## src/hdl/assert_macros.svh

```systemverilog
// ----------------------------------------------------------------------------
// assert_macros
// Assertion macros used by htsed_run of the tag stripper; ASSERT_OFF removes them.
// ----------------------------------------------------------------------------
`ifndef ASSERT_MACROS_SVH
`define ASSERT_MACROS_SVH

`ifndef ASSERT_OFF

`define ASSERT_IMPLIES(label, clk, rst, ante, cons) \
   label: assert property (@(posedge clk) disable iff (rst) (ante) |-> (cons)) \
      else $error("%m: same-cycle check failed");

`define ASSERT_NEXT(label, clk, rst, ante, cons) \
   label: assert property (@(posedge clk) disable iff (rst) (ante) |=> (cons)) \
      else $error("%m: next-cycle check failed");

`else

`define ASSERT_IMPLIES(label, clk, rst, ante, cons)

`define ASSERT_NEXT(label, clk, rst, ante, cons)

`endif

`endif

```

## src/hdl/htsed_pkg.sv

```systemverilog
`timescale 1ns / 1ps
// ----------------------------------------------------------------------------
// htsed_pkg
// Types, character codes and the UTF-8 encoder of the tag stripper.
// ----------------------------------------------------------------------------
package htsed_pkg;

   localparam int RUN_MAX = 7;
   localparam int CNT_W   = 3;

   localparam logic [7:0] CHR_NUL  = 8'h00;
   localparam logic [7:0] CHR_TAB  = 8'h09;
   localparam logic [7:0] CHR_LF   = 8'h0A;
   localparam logic [7:0] CHR_CR   = 8'h0D;
   localparam logic [7:0] CHR_SP   = 8'h20;
   localparam logic [7:0] CHR_HASH = 8'h23;
   localparam logic [7:0] CHR_AMP  = 8'h26;
   localparam logic [7:0] CHR_SL   = 8'h2F;
   localparam logic [7:0] CHR_0    = 8'h30;
   localparam logic [7:0] CHR_9    = 8'h39;
   localparam logic [7:0] CHR_SEMI = 8'h3B;
   localparam logic [7:0] CHR_LT   = 8'h3C;
   localparam logic [7:0] CHR_GT   = 8'h3E;
   localparam logic [7:0] CHR_B    = 8'h62;
   localparam logic [7:0] CHR_P    = 8'h70;
   localparam logic [7:0] CHR_R    = 8'h72;

   localparam logic [21:0] UTF8_MAX1 = 22'h00007F;
   localparam logic [21:0] UTF8_MAX2 = 22'h0007FF;
   localparam logic [21:0] UTF8_MAX3 = 22'h00FFFF;
   localparam logic [21:0] UTF8_MAX4 = 22'h1FFFFF;
   localparam logic [21:0] ENT_SAT   = 22'h3FFFFF;
   localparam logic [7:0]  UTF8_LEAD2 = 8'hC0;
   localparam logic [7:0]  UTF8_LEAD3 = 8'hE0;
   localparam logic [7:0]  UTF8_LEAD4 = 8'hF0;
   localparam logic [7:0]  UTF8_CONT  = 8'h80;
   localparam logic [5:0]  UTF8_MASK  = 6'h3F;

   localparam logic [1:0] CSR_DECODE   = 2'd0;
   localparam logic [1:0] CSR_PARA     = 2'd1;
   localparam logic [1:0] CSR_PARA_DBL = 2'd2;
   localparam logic [1:0] CSR_KEEP_NL  = 2'd3;

   typedef enum logic [2:0] {
      TAG_IDLE = 3'd0,
      TAG_OPEN = 3'd1,
      TAG_B    = 3'd2,
      TAG_BR   = 3'd3,
      TAG_P    = 3'd4
   } tag_stage_type;

   typedef struct packed {
      logic [7:0] in_byte;
      logic       end_of_text;
   } req_type;

   typedef struct packed {
      logic [7:0] out_byte;
      logic       byte_valid;
      logic       text_done;
      logic       run_last;
   } rsp_type;

   typedef struct packed {
      logic decode_entities;
      logic paragraph_breaks;
      logic paragraph_double;
      logic keep_newlines;
   } cfg_type;

   typedef struct packed {
      logic [7:0] out_byte;
      logic       byte_valid;
      logic       text_done;
   } res_type;

   typedef struct packed {
      res_type [RUN_MAX-1:0] entry;
      logic [CNT_W-1:0]      count;
   } run_type;

   typedef struct packed {
      logic [3:0][7:0] bytes;
      logic [2:0]      len;
   } frag_type;

   function automatic frag_type utf8_frag(input logic [21:0] v);
      frag_type f;
      f = '0;
      if (v == '0) begin
         f.len = 3'd0;
      end else if (v <= UTF8_MAX1) begin
         if (v[7:0] != CHR_CR && v[7:0] != CHR_LF) begin
            f.bytes[0] = v[7:0];
            f.len      = 3'd1;
         end
      end else if (v <= UTF8_MAX2) begin
         f.bytes[0] = UTF8_LEAD2 | {3'b0, v[10:6]};
         f.bytes[1] = UTF8_CONT | {2'b0, v[5:0] & UTF8_MASK};
         f.len      = 3'd2;
      end else if (v <= UTF8_MAX3) begin
         f.bytes[0] = UTF8_LEAD3 | {4'b0, v[15:12]};
         f.bytes[1] = UTF8_CONT | {2'b0, v[11:6] & UTF8_MASK};
         f.bytes[2] = UTF8_CONT | {2'b0, v[5:0] & UTF8_MASK};
         f.len      = 3'd3;
      end else if (v <= UTF8_MAX4) begin
         f.bytes[0] = UTF8_LEAD4 | {5'b0, v[20:18]};
         f.bytes[1] = UTF8_CONT | {2'b0, v[17:12] & UTF8_MASK};
         f.bytes[2] = UTF8_CONT | {2'b0, v[11:6] & UTF8_MASK};
         f.bytes[3] = UTF8_CONT | {2'b0, v[5:0] & UTF8_MASK};
         f.len      = 3'd4;
      end
      return f;
   endfunction

   function automatic frag_type flush_frag(input logic amp, input logic ent,
                                           input logic [21:0] v);
      frag_type f;
      f = '0;
      if (amp) begin
         f.bytes[0] = CHR_AMP;
         f.len      = 3'd1;
      end else if (ent) begin
         f = utf8_frag(v);
      end
      return f;
   endfunction

endpackage

```

## src/hdl/htsed_csr.sv

```systemverilog
`timescale 1ns / 1ps
// ----------------------------------------------------------------------------
// htsed_csr
// Control register file behind the APB-style port.
// ----------------------------------------------------------------------------
module htsed_csr (
   input  logic              clock,
   input  logic              reset,
   input  logic              csr_psel,
   input  logic              csr_penable,
   input  logic              csr_pwrite,
   input  logic [3:0]        csr_paddr,
   input  logic [31:0]       csr_pwdata,
   output logic [31:0]       csr_prdata,
   output logic              csr_pready,
   output htsed_pkg::cfg_type cfg
);
   import htsed_pkg::*;

   cfg_type cfg_ff;
   cfg_type cfg_in;
   logic    wr_en;

   assign csr_pready = 1'b1;
   assign wr_en      = csr_psel & csr_penable & csr_pwrite & csr_pready;

   always_comb begin
      cfg_in = cfg_ff;
      if (wr_en) begin
         case (csr_paddr[3:2])
            CSR_DECODE:   cfg_in.decode_entities  = csr_pwdata[0];
            CSR_PARA:     cfg_in.paragraph_breaks = csr_pwdata[0];
            CSR_PARA_DBL: cfg_in.paragraph_double = csr_pwdata[0];
            CSR_KEEP_NL:  cfg_in.keep_newlines    = csr_pwdata[0];
            default:      cfg_in = cfg_ff;
         endcase
      end
   end

   always_ff @(posedge clock) begin
      if (reset) begin
         cfg_ff <= '0;
      end else begin
         cfg_ff <= cfg_in;
      end
   end

   always_comb begin
      case (csr_paddr[3:2])
         CSR_DECODE:   csr_prdata = {31'b0, cfg_ff.decode_entities};
         CSR_PARA:     csr_prdata = {31'b0, cfg_ff.paragraph_breaks};
         CSR_PARA_DBL: csr_prdata = {31'b0, cfg_ff.paragraph_double};
         CSR_KEEP_NL:  csr_prdata = {31'b0, cfg_ff.keep_newlines};
         default:      csr_prdata = '0;
      endcase
   end

   assign cfg = cfg_ff;

endmodule

```

## src/hdl/htsed_parse.sv

```systemverilog
`timescale 1ns / 1ps
// ----------------------------------------------------------------------------
// htsed_parse
// Tag, newline and character-reference state; builds the result run of
// one input byte in a single pass.
// ----------------------------------------------------------------------------
module htsed_parse (
   input  logic               clock,
   input  logic               reset,
   input  logic               accept,
   input  htsed_pkg::req_type req,
   input  htsed_pkg::cfg_type cfg,
   output htsed_pkg::run_type run
);
   import htsed_pkg::*;

   logic          inside_ff, inside_in;
   tag_stage_type stage_ff, stage_in;
   logic          amp_ff, amp_in;
   logic          ent_ff, ent_in;
   logic [21:0]   val_ff, val_in;
   logic          acr_ff, acr_in;

   logic [7:0]    b;
   logic          is_digit;
   logic [25:0]   val_acc;
   logic          flush_pre;
   logic          flush_post;
   logic          done_main;
   logic          done;
   frag_type      frag_b;
   frag_type      frag_f;
   frag_type      first;
   frag_type      second;
   logic [3:0]    total;

   assign b        = req.in_byte;
   assign is_digit = (b >= CHR_0) && (b <= CHR_9);
   assign val_acc  = {1'b0, val_ff, 3'b0} + {3'b0, val_ff, 1'b0} + {22'b0, b[3:0]};

   always_comb begin
      inside_in = inside_ff;
      stage_in  = stage_ff;
      amp_in    = amp_ff;
      ent_in    = ent_ff;
      val_in    = val_ff;
      acr_in    = acr_ff;
      flush_pre = 1'b0;
      done_main = 1'b0;
      frag_b    = '0;
      if (b == CHR_NUL) begin
         flush_pre = 1'b1;
         done_main = 1'b1;
      end else if (b == CHR_LT) begin
         flush_pre = 1'b1;
         inside_in = 1'b1;
         stage_in  = TAG_OPEN;
         acr_in    = 1'b0;
      end else if (inside_ff) begin
         stage_in = TAG_IDLE;
         acr_in   = 1'b0;
         case (stage_ff)
            TAG_OPEN: begin
               if (b == CHR_B) begin
                  stage_in = TAG_B;
               end else if (b == CHR_P && cfg.paragraph_breaks) begin
                  stage_in = TAG_P;
               end
            end
            TAG_B: begin
               if (b == CHR_R) begin
                  stage_in = TAG_BR;
               end
            end
            TAG_BR: begin
               if (b == CHR_GT || b == CHR_SL || b == CHR_SP) begin
                  frag_b.bytes[0] = CHR_CR;
                  frag_b.bytes[1] = CHR_LF;
                  frag_b.len      = 3'd2;
               end
            end
            TAG_P: begin
               if (b == CHR_GT || b == CHR_SP) begin
                  frag_b.bytes[0] = CHR_CR;
                  frag_b.bytes[1] = CHR_LF;
                  frag_b.bytes[2] = CHR_CR;
                  frag_b.bytes[3] = CHR_LF;
                  frag_b.len      = cfg.paragraph_double ? 3'd4 : 3'd2;
               end
            end
            default: stage_in = TAG_IDLE;
         endcase
         if (b == CHR_GT) begin
            inside_in = 1'b0;
         end
      end else if (acr_ff && b == CHR_LF) begin
         acr_in = 1'b0;
      end else begin
         acr_in = 1'b0;
         if (b == CHR_CR || b == CHR_LF) begin
            flush_pre = 1'b1;
            if (cfg.keep_newlines) begin
               frag_b.bytes[0] = CHR_CR;
               frag_b.bytes[1] = CHR_LF;
               frag_b.len      = 3'd2;
            end
            acr_in = (b == CHR_CR);
         end else if (b == CHR_TAB || b == CHR_GT) begin
            acr_in = 1'b0;
         end else if (ent_ff) begin
            if (is_digit) begin
               val_in = (val_acc > {4'b0, ENT_SAT}) ? ENT_SAT : val_acc[21:0];
            end else if (b == CHR_SEMI) begin
               flush_pre = 1'b1;
            end
         end else if (amp_ff) begin
            if (b == CHR_HASH) begin
               amp_in = 1'b0;
               ent_in = 1'b1;
               val_in = '0;
            end else begin
               amp_in          = 1'b0;
               frag_b.bytes[0] = CHR_AMP;
               frag_b.len      = 3'd1;
               if (cfg.decode_entities && b == CHR_AMP) begin
                  amp_in = 1'b1;
               end else begin
                  frag_b.bytes[1] = b;
                  frag_b.len      = 3'd2;
               end
            end
         end else begin
            if (cfg.decode_entities && b == CHR_AMP) begin
               amp_in = 1'b1;
            end else begin
               frag_b.bytes[0] = b;
               frag_b.len      = 3'd1;
            end
         end
      end
      if (flush_pre) begin
         amp_in = 1'b0;
         ent_in = 1'b0;
         val_in = '0;
      end
      flush_post = req.end_of_text && !done_main;
      done       = done_main || req.end_of_text;
      if (flush_pre) begin
         frag_f = flush_frag(amp_ff, ent_ff, val_ff);
      end else if (flush_post) begin
         frag_f = flush_frag(amp_in, ent_in, val_in);
      end else begin
         frag_f = '0;
      end
      if (done) begin
         inside_in = 1'b0;
         stage_in  = TAG_IDLE;
         amp_in    = 1'b0;
         ent_in    = 1'b0;
         val_in    = '0;
         acr_in    = 1'b0;
      end
   end

   always_comb begin
      if (flush_pre) begin
         first  = frag_f;
         second = frag_b;
      end else begin
         first  = frag_b;
         second = frag_f;
      end
      total     = {1'b0, first.len} + {1'b0, second.len} + {3'b0, done};
      run.count = total[CNT_W-1:0];
      for (int i = 0; i < RUN_MAX; i++) begin
         logic [2:0] slot;
         logic [2:0] off;
         slot = 3'(i);
         off  = slot - first.len;
         if (slot < first.len) begin
            run.entry[i] = '{out_byte: first.bytes[slot[1:0]], byte_valid: 1'b1,
                             text_done: 1'b0};
         end else if (off < second.len) begin
            run.entry[i] = '{out_byte: second.bytes[off[1:0]], byte_valid: 1'b1,
                             text_done: 1'b0};
         end else begin
            run.entry[i] = '{out_byte: CHR_NUL, byte_valid: 1'b0, text_done: 1'b1};
         end
      end
   end

   always_ff @(posedge clock) begin
      if (reset) begin
         inside_ff <= 1'b0;
         stage_ff  <= TAG_IDLE;
         amp_ff    <= 1'b0;
         ent_ff    <= 1'b0;
         val_ff    <= '0;
         acr_ff    <= 1'b0;
      end else if (accept) begin
         inside_ff <= inside_in;
         stage_ff  <= stage_in;
         amp_ff    <= amp_in;
         ent_ff    <= ent_in;
         val_ff    <= val_in;
         acr_ff    <= acr_in;
      end
   end

endmodule

```

## src/hdl/htsed_run.sv

```systemverilog
`timescale 1ns / 1ps
// ----------------------------------------------------------------------------
// htsed_run
// Result register: holds the run of one byte and hands it out one
// transfer per cycle while rsp_stall is low.
// ----------------------------------------------------------------------------
`include "assert_macros.svh"

module htsed_run (
   input  logic               clock,
   input  logic               reset,
   input  logic               req_xfer,
   input  htsed_pkg::run_type run,
   output logic               free,
   output logic               rsp_valid,
   input  logic               rsp_stall,
   output htsed_pkg::rsp_type rsp_data
);
   import htsed_pkg::*;

   res_type [RUN_MAX-1:0] entry_ff, entry_in;
   logic [CNT_W-1:0]      cnt_ff, cnt_in;
   logic [CNT_W-1:0]      idx_ff, idx_in;
   logic                  busy_ff, busy_in;
   logic                  last;
   logic                  rsp_xfer;
   logic                  load;
   res_type               cur;

   assign cur       = entry_ff[idx_ff];
   assign last      = (idx_ff == cnt_ff - CNT_W'(1));
   assign rsp_valid = busy_ff;
   assign rsp_xfer  = busy_ff & ~rsp_stall;
   assign free      = ~busy_ff | (rsp_xfer & last);
   assign load      = req_xfer & (run.count != '0);
   assign rsp_data  = '{out_byte: cur.out_byte, byte_valid: cur.byte_valid,
                        text_done: cur.text_done, run_last: last};

   always_comb begin
      entry_in = entry_ff;
      cnt_in   = cnt_ff;
      idx_in   = idx_ff;
      busy_in  = busy_ff;
      if (load) begin
         entry_in = run.entry;
         cnt_in   = run.count;
         idx_in   = '0;
         busy_in  = 1'b1;
      end else if (rsp_xfer) begin
         if (last) begin
            busy_in = 1'b0;
         end else begin
            idx_in = idx_ff + CNT_W'(1);
         end
      end
   end

   always_ff @(posedge clock) begin
      entry_ff <= entry_in;
   end

   always_ff @(posedge clock) begin
      if (reset) begin
         cnt_ff  <= '0;
         idx_ff  <= '0;
         busy_ff <= 1'b0;
      end else begin
         cnt_ff  <= cnt_in;
         idx_ff  <= idx_in;
         busy_ff <= busy_in;
      end
   end

   `ASSERT_IMPLIES(a_idx_in_run, clock, reset, busy_ff, idx_ff < cnt_ff)
   `ASSERT_IMPLIES(a_count_nonzero, clock, reset, busy_ff, cnt_ff != '0)
   `ASSERT_IMPLIES(a_marker_last, clock, reset, busy_ff && cur.text_done, last)
   `ASSERT_NEXT(a_run_drains, clock, reset, rsp_xfer && last && !load, !busy_ff)

endmodule

```

## src/hdl/html_tag_strip_entity_decode.sv

```systemverilog
`timescale 1ns / 1ps
// ----------------------------------------------------------------------------
// html_tag_strip_entity_decode
// HTML markup stripper with decimal character-reference to UTF-8 decoding.
// ----------------------------------------------------------------------------
// Each accepted byte is decoded in one pass into a run of zero to seven
// results, which is loaded into a result register and shown from the next
// cycle, one transfer per cycle unless rsp_stall. A byte with at most one
// result is taken every cycle unless rsp_stall; a byte with more results
// holds req_stall until its last result leaves. A byte with no result only
// updates the tag and reference state. Control registers at byte addresses 0, 4,
// 8 and 12 must be written by the user while the stream is idle, unenforced.
module html_tag_strip_entity_decode (
   input  logic               clock,
   input  logic               reset,
   input  logic               req_valid,
   output logic               req_stall,
   input  htsed_pkg::req_type req_data,
   output logic               rsp_valid,
   input  logic               rsp_stall,
   output htsed_pkg::rsp_type rsp_data,
   input  logic               csr_psel,
   input  logic               csr_penable,
   input  logic               csr_pwrite,
   input  logic [3:0]         csr_paddr,
   input  logic [31:0]        csr_pwdata,
   output logic [31:0]        csr_prdata,
   output logic               csr_pready
);
   import htsed_pkg::*;

   cfg_type cfg;
   run_type run;
   logic    free;
   logic    req_xfer;

   assign req_stall = ~free;
   assign req_xfer  = req_valid & free;

   htsed_csr u_csr (
      .clock       (clock),
      .reset       (reset),
      .csr_psel    (csr_psel),
      .csr_penable (csr_penable),
      .csr_pwrite  (csr_pwrite),
      .csr_paddr   (csr_paddr),
      .csr_pwdata  (csr_pwdata),
      .csr_prdata  (csr_prdata),
      .csr_pready  (csr_pready),
      .cfg         (cfg)
   );

   htsed_parse u_parse (
      .clock  (clock),
      .reset  (reset),
      .accept (req_xfer),
      .req    (req_data),
      .cfg    (cfg),
      .run    (run)
   );

   htsed_run u_run (
      .clock     (clock),
      .reset     (reset),
      .req_xfer  (req_xfer),
      .run       (run),
      .free      (free),
      .rsp_valid (rsp_valid),
      .rsp_stall (rsp_stall),
      .rsp_data  (rsp_data)
   );

endmodule
```

## config.mk

```make
export PLATFORM = sky130hd
export DESIGN_NAME = html_tag_strip_entity_decode
export DESIGN_NICKNAME = d
export VERILOG_FILES = /design/src/hdl/htsed_pkg.sv /design/src/hdl/htsed_csr.sv /design/src/hdl/htsed_parse.sv /design/src/hdl/htsed_run.sv /design/src/hdl/html_tag_strip_entity_decode.sv
export VERILOG_INCLUDE_DIRS = /design/src /design/src/hdl
export SDC_FILE = /design/constraint.sdc
export NUM_CORES = 1
export LEC_CHECK = 0
export ABC_AREA = 1
export BUFFER_PORTS_ARGS = -buffer_cell sky130_fd_sc_hd__buf_2
export CAP_MARGIN = 20
export CORE_ASPECT_RATIO = 1.25
export CORE_MARGIN = 2
export CORE_UTILIZATION = 45
export CTS_BUF_LIST = sky130_fd_sc_hd__clkbuf_4
export CTS_CLUSTER_DIAMETER = 40
export CTS_CLUSTER_SIZE = 16
export DETAILED_ROUTE_END_ITERATION = 10
export PLACE_DENSITY = 0.63
export SYNTH_ARGS = -nofsm -noshare
export SYNTH_HDL_FRONTEND = slang
export SYNTH_SLANG_ARGS = --single-unit
export TNS_END_PERCENT = 50
```

## constraint.sdc

```tcl
create_clock -name clock -period 6.9 [get_ports clock]
set_clock_uncertainty 0.15 [all_clocks]
set_input_delay 0.69 -clock clock [delete_from_list [all_inputs] [get_ports clock]]
set_output_delay 0.69 -clock clock [all_outputs]
set_load 0.05 [all_outputs]
```

Word-level counts from Yosys, hierarchy flattened
Cells that the tools add are included.

storage, ports and cells
  flip-flop bits (word level) = 110
  input port bits = 52

cells by class
  add/sub/neg operators = 13
  magnitude comparators = 33
  eq/ne operators = 26
  muxes and demuxes = 188
  bitwise gates (word level) = 11
  reduce and logical (&&, ||, !) cells = 31

operator list
  operator                                                                            number
  35-bit 2-to-1 mux                                                                   23
  27-bit 2-to-1 mux                                                                   15
  19-bit 2-to-1 mux                                                                   19
  22-bit 2-to-1 mux                                                                   13
  10-bit 2-to-1 mux                                                                   15
  32-bit one-hot mux with 4 select lines                                              1
  8-bit binary-select mux with 2-bit select                                           7
  24-bit 2-to-1 mux                                                                   4
  31-bit 2-to-1 mux                                                                   3
  11-bit 2-to-1 mux                                                                   8
  8-bit 2-to-1 mux                                                                    11
  32-bit 2-to-1 mux                                                                   2
  8-bit by 6-bit == test with 1-bit output, second input constant                     7
  1-bit 2-to-1 mux                                                                    47
  22-bit by 11-bit less-or-equal comparator with 1-bit output, second input constant  2
  22-bit by 16-bit less-or-equal comparator with 1-bit output, second input constant  2
  22-bit by 21-bit less-or-equal comparator with 1-bit output, second input constant  2
  22-bit by 7-bit less-or-equal comparator with 1-bit output, second input constant   2
  22-bit logical NOT                                                                  2
  19-bit one-hot mux with 2 select lines                                              1
  16-bit 2-to-1 mux                                                                   2
  8-bit by 4-bit != test with 1-bit output, second input constant                     4
  10-bit binary-select mux with 3-bit select                                          1
  15-bit 2-to-1 mux                                                                   2
  44 further kinds                                                                    107

Depth between registers and ports, before layout
  word-level depth = 51
  depth in mapped cells = 37

Cells and area by module
Synthesis repeated with hierarchy kept, for this count alone.

unflattened totals
  cell total of the unflattened synthesis = 1699
  area, all modules = 11056.9 um^2

modules (own cells, without submodules)
  module                        times used  cells each  area an instance (um^2)  sequential area each (um^2)
  htsed_parse                   1           1376        7394.6                   580.6
  htsed_run                     1           249         3163.0                   2242.2
  htsed_csr                     1           71          488.0                    80.1
  html_tag_strip_entity_decode  1           3           11.3                     0.0

Least setup slack after synthesis
OpenSTA, ideal clock, no wires.

  path type = input port to flip-flop
  start point = input port req_data[4] in the netlist's numbering
  end point = register u_run.entry_ff[0] in the netlist's numbering, enable pin
  data arrival time = 6.276 ns
  slack = 0.050 ns
  stages = 29
  buffers on the path = 1
  cells stage by stage = inv_2 > fa_1 > inv_1 > fa_1 > nand2_1 > nand3_1 > nand2_1 > nor2_1 > nand2_1 > nand3_1 > nand2_1 > nand2_1 > nor2_4 > buf_6 > nand3_1 > nand2_1 > a21oi_1 > a21oi_2 > nand2_2 > inv_4 > nand3_1 > nor2_2 > nand3b_1 > a21boi_0 > fa_1 > fa_1 > xnor2_1 > o31ai_1 > inv_1

on the way
  longest elaborated chain between the ends = 48

ends and longest elaborated chain
  element                                                     RTL line                            RTL
  start, declared                                             html_tag_strip_entity_decode.sv:18  input htsed_pkg::req_type req_data,
  26-bit by 4-bit adder with 26-bit output                    htsed_parse.sv:39                   assign val_acc = {1'b0, val_ff, 3'b0} + {3'b0, val_ff, 1'b0} + {22'b0, b[3:0]};
  26-bit by 22-bit greater-than comparator with 1-bit output  htsed_parse.sv:112                  val_in = (val_acc > {4'b0, ENT_SAT}) ? ENT_SAT : val_acc[21:0];
  22-bit 2-to-1 mux                                           htsed_parse.sv:112
  22-bit 2-to-1 mux                                           htsed_parse.sv:111                  if (is_digit) begin
  22-bit 2-to-1 mux                                           htsed_parse.sv:110                  end else if (ent_ff) begin
  22-bit 2-to-1 mux                                           htsed_parse.sv:108                  end else if (b == CHR_TAB || b == CHR_GT) begin
  22-bit 2-to-1 mux                                           htsed_parse.sv:100                  if (b == CHR_CR || b == CHR_LF) begin
  22-bit 2-to-1 mux                                           htsed_parse.sv:96                   end else if (acr_ff && b == CHR_LF) begin
  [... 32 more ...]                                           --
  11-bit 2-to-1 mux                                           htsed_pkg.sv:120                    if (amp) begin
  35-bit 2-to-1 mux                                           htsed_parse.sv:150                  end else if (flush_post) begin
  35-bit 2-to-1 mux                                           htsed_parse.sv:148                  if (flush_pre) begin
  35-bit 2-to-1 mux                                           htsed_parse.sv:166                  if (flush_pre) begin
  3-bit adder                                                 htsed_parse.sv:173                  total = {1'b0, first.len} + {1'b0, second.len} + {3'b0, done};
  3-bit by 1-bit adder with 3-bit output (*)                  htsed_parse.sv:173
  3-bit nonzero test (*)                                      htsed_run.sv:35                     assign load = req_xfer & (run.count != '0);
  1-bit AND (*)                                               htsed_run.sv:35
  end signal, assigned                                        htsed_run.sv:59                     entry_ff <= entry_in;
  end, declared                                               htsed_run.sv:21                     res_type [RUN_MAX-1:0] entry_ff, entry_in;

Every way passes the cells marked *; elsewhere a longest branch is shown, timed or not. The select of a mux whose other input is x is not followed.
A chain may end at the register's enable or synchronous reset.

Final worst setup path
  start point = register u_parse.val_ff[2]
  end point = register u_run.entry_ff[15] in the netlist's numbering, enable pin

on the way
  longest elaborated chain between the ends = 49

ends and longest elaborated chain
  element                                                     RTL line            RTL
  start, declared                                             htsed_parse.sv:21   logic [21:0] val_ff, val_in;
  start signal, assigned                                      htsed_parse.sv:205  val_ff <= val_in;
  25-bit by 23-bit adder with 26-bit output                   htsed_parse.sv:39
  26-bit by 4-bit adder with 26-bit output                    htsed_parse.sv:39
  26-bit by 22-bit greater-than comparator with 1-bit output  htsed_parse.sv:112
  22-bit 2-to-1 mux                                           htsed_parse.sv:112
  22-bit 2-to-1 mux                                           htsed_parse.sv:111
  22-bit 2-to-1 mux                                           htsed_parse.sv:110
  22-bit 2-to-1 mux                                           htsed_parse.sv:108
  22-bit 2-to-1 mux                                           htsed_parse.sv:100
  [... 33 more ...]                                           --
  11-bit 2-to-1 mux                                           htsed_pkg.sv:120
  35-bit 2-to-1 mux                                           htsed_parse.sv:150
  35-bit 2-to-1 mux (*)                                       htsed_parse.sv:148
  35-bit 2-to-1 mux                                           htsed_parse.sv:166
  3-bit adder (*)                                             htsed_parse.sv:173
  3-bit by 1-bit adder with 3-bit output (*)                  htsed_parse.sv:173
  3-bit nonzero test (*)                                      htsed_run.sv:35
  1-bit AND (*)                                               htsed_run.sv:35

Marks and branches as above.

==> flow_summary.json <==
{
  "outcome": "finished, final reports clean",
  "overflow": 0,
  "post_cts_buffers": 0,
  "worstSkewPairLatency_ns": 0.56,
  "yosysWarningCount": 0,
  "ys_seq_area_share_pct": 26.6,
  "synth_async_sr_flop_share_pct": 0,
  "ys_ff_latch": 110,
  "fin_util_pct": 48.9,
  "crit_fanout": 71,
  "dp.final_hpwl_mm": 29.7,
  "post_dp_cell_area_sq_mm": 0.0115,
  "crit_path_start_kind": "flop",
  "drt-initial-drc-count": 934,
  "die_w_microns": 143,
  "p_leak_nw": 5.52,
  "wl_per_cell_microns": 18.0,
  "die_height_microns": 178,
  "io_pins": 98,
  "routed_wl_mm": 37.0,
  "crit_path_max_incr_delay_ns": 0.52,
  "ant_nets": 0,
  "cp_data_arrival_time_ns": 6.26,
  "dp.cells": 2035,
  "power_frac_clock_pct": 24.9,
  "num_rows": 63,
  "area_growth_syn_to_layout_pct": 6.58,
  "hold_viol_final": 0,
  "end_kind": "flop",
  "grt_first_pass_wirelength_mm": 57.5,
  "num-fill-cells": 2519,
  "core_area_sq_mm": 0.0237,
  "cts_resized": 0,
  "path_clk_slew_ns": 0.21,
  "pwr-share-comb_pct": 18.2,
  "antenna_found_initial": 1,
  "internal_power_uw": 865,
  "ff_latch_area_sq_mm": 0.00290,
  "cts_hold_buf": 0,
  "ys.flop_type": "edfxtp_1",
  "irDropWorstVdd_mv": 0.0661,
  "cts_sinks": 110,
  "max-clock-path-buffers": 2,
  "p_total_mw": 1.30,
  "fin_setup_tns_ns": 0,
  "synth_edf_count": 70,
  "p_per_area_mw_per_mm2": 112,
  "die_area_sq_mm": 0.0255,
  "grt_max_degree": 72,
  "crit_buf_inv": 6,
  "dr.pass1.iters": 6,
  "fin_area_sq_mm": 0.0116,
  "place_congestion": 1.04,
  "maxSlewHeadroom_pct": 37.6,
  "first_global_vias": 10700,
  "pre_cts_slack_ns": 0.328,
  "setup_viol": 0,
  "cp_top_family": "adder cells",
  "worstPathRequired_ns": 7.01,
  "initial_utilization_pct": 45.9,
  "multi_input_area_sq_mm": 0.00686,
  "layout-drive-gt1-share_pct": 11.0,
  "finalHoldWorstSlack_ns": 0.257,
  "avgSynthCellArea_sq_um": 6.48,
  "htree_levels": 3,
  "cts-root-buf": "clkbuf_4",
  "slew_violations": 0,
  "drc": 0,
  "cp_common_cell": "nand2_1",
  "period_share_pct": 89.1,
  "cts_buffers": 9,
  "finalCriticalPeriod_ns": 6.15,
  "drv_cap": 0,
  "cp_slowest_cell": "fa_1",
  "seqPwrFrac_pct": 56.9,
  "grt_use_total_pct": 29.3,
  "worst_pin_slew_ns": 0.935,
  "vias_per_cell": 5.55,
  "grt_setup_unrepaired": "false",
  "synth_cells": 1681,
  "switching_share_pct": 33.6,
  "max_freq_mhz": 163,
  "cts_tree": "yes",
  "worst-setup-path-type": "reg -> reg",
  "nets": 1843,
  "worst_slack_ns": 0.750,
  "synth_cell_type_count": 55,
  "place.port_buffers": 32,
  "finalNonFillerCells": 2052,
  "min_path_type": "in -> reg",
  "switchingPower_uw": 438,
  "num_vias": 11400,
  "syn_area_sq_mm": 0.0109
}
cells in the mapped netlist, drive strengths merged, types with 4 or more instances:
cell / number / share of area (%)
a21oi: 122 / 5.8
a221oi: 4 / 0.32
a22oi: 6 / 0.41
a31oi: 15 / 0.86
buf: 54 / 3.5
clkbuf: 33 / 1.1
dfxtp: 40 / 7.3
edfxtp: 70 / 19
fa: 4 / 0.73
ha: 66 / 7.6
inv: 196 / 6.8
nand2: 475 / 17
nand3: 149 / 7.0
nand3b: 4 / 0.28
nand4: 16 / 0.92
nor2: 216 / 8.4
nor3: 18 / 1.1
nor4: 9 / 0.71
o211ai: 17 / 1.4
o21ai: 97 / 4.5
o21bai: 5 / 0.34
o221ai: 6 / 0.48
o22ai: 7 / 0.40
o31ai: 7 / 0.48
o32ai: 12 / 0.96
xnor2: 9 / 0.72
xor2: 8 / 0.64
worst reg2reg max path: cells and delay by family, from the launching register on:
| family | cells | cell delay (ns) |
|---|---|---|
| flip-flops | 1 | 0.37 |
| AND/OR/NAND/NOR | 16 | 1.64 |
| AO/OA/AOI/OAI | 5 | 0.84 |
| XOR/XNOR | 1 | 0.15 |
| adder cells (fa/ha/maj) | 4 | 1.83 |
| buffers and inverters | 6 | 0.85 |
state kept, by name, summed over array words and instances (netlist names):
name / flops
u_run.idx_ff: 3
u_parse.inside_ff: 1
u_run.rsp_valid: 1
u_parse.acr_ff: 1
u_parse.ent_ff: 1
u_run.cnt_ff: 3
u_run.entry_ff: 70
u_csr.cfg: 4
u_parse.amp_ff: 1
u_parse.stage_ff: 3
u_parse.val_ff: 22
layout by cell type (no fill, tap or decap), types with 4 or more instances in the layout:
master and n:
o21ai_1 29, a31oi_1 15, o22ai_1 7, buf_4 51, a22oi_1 6, buf_2 32, dfxtp_1 40, xnor2_1 9
nand3_2 4, o32ai_1 12, nand2_1 464, nor3_1 14, o211ai_2 6, nor2_4 8, nand2_2 10, inv_2 29
nand3b_1 4, xor2_1 8, nor4_1 7, ha_1 66, nand4_1 16, inv_1 164, fa_1 4, o21ai_0 68
a221oi_1 4, o21bai_1 5, o31ai_1 7, o221ai_1 6, a21oi_1 115, clkbuf_4 10, nand3_1 145, o211ai_1 11
conb_1 33, edfxtp_1 70, nor2_1 195, a21oi_2 7, nor2_2 12
cells by family after synthesis:
kind of cell	synth area share [%]
AO/OA/AOI/OAI	16.8
XOR/XNOR	1.37
adder cells (fa/ha/maj)	8.31
buffers and inverters	11.5
flip-flops	26.6
other	0.0689
AND/OR/NAND/NOR	35.3
cell type report:
cell class	count	area share, %
diodes	1	0.0215
inverters	196	6.40
flip-flops and latches	110	25.0
clock buffers	10	0.646
multi-input cells	1319	59.0
well taps	325	3.50
repair buffers	85	5.02
clock inverters	6	0.377
layer usage:
layer / wire length (microns) / global-route usage (%) / up-vias
met2: 18500 / 52.3 / 435
met1: 14400 / 33.5 / 5207
met5: 0 / 0 / -
met4: 2270 / 17.9 / 0
met3: 1910 / 3.06 / 112
li1: - / - / 5639
final timing paths:
kind / from / end / slack, ns / cells past startpoint
setup / recovery: u_parse.val_ff[2] / u_run.entry_ff[15] / 0.75 / 32
hold / removal: csr_pwdata[0] / u_csr.cfg[3] / 0.26 / 3
setup reg to reg: u_parse.val_ff[2] / u_run.entry_ff[15] / 0.75 / 32
hold reg to reg: u_run.cnt_ff[1] / u_run.cnt_ff[1] / 0.35 / 2
power groups by stage:
| stage | combinational [mW] | sequential (mW) | clock (mW) |
|---|---|---|---|
| after floorplan | 0.187 | 0.758 | 0 |
| after CTS | 0.236 | 0.741 | 0.332 |
| after detailed placement | 0.236 | 0.756 | 0 |
| final | 0.237 | 0.741 | 0.324 |
| after global placement | 0.234 | 0.755 | 0 |
| after global routing | 0.258 | 0.744 | 0.346 |
No activity file was read; power rests on OpenSTA's default activity.
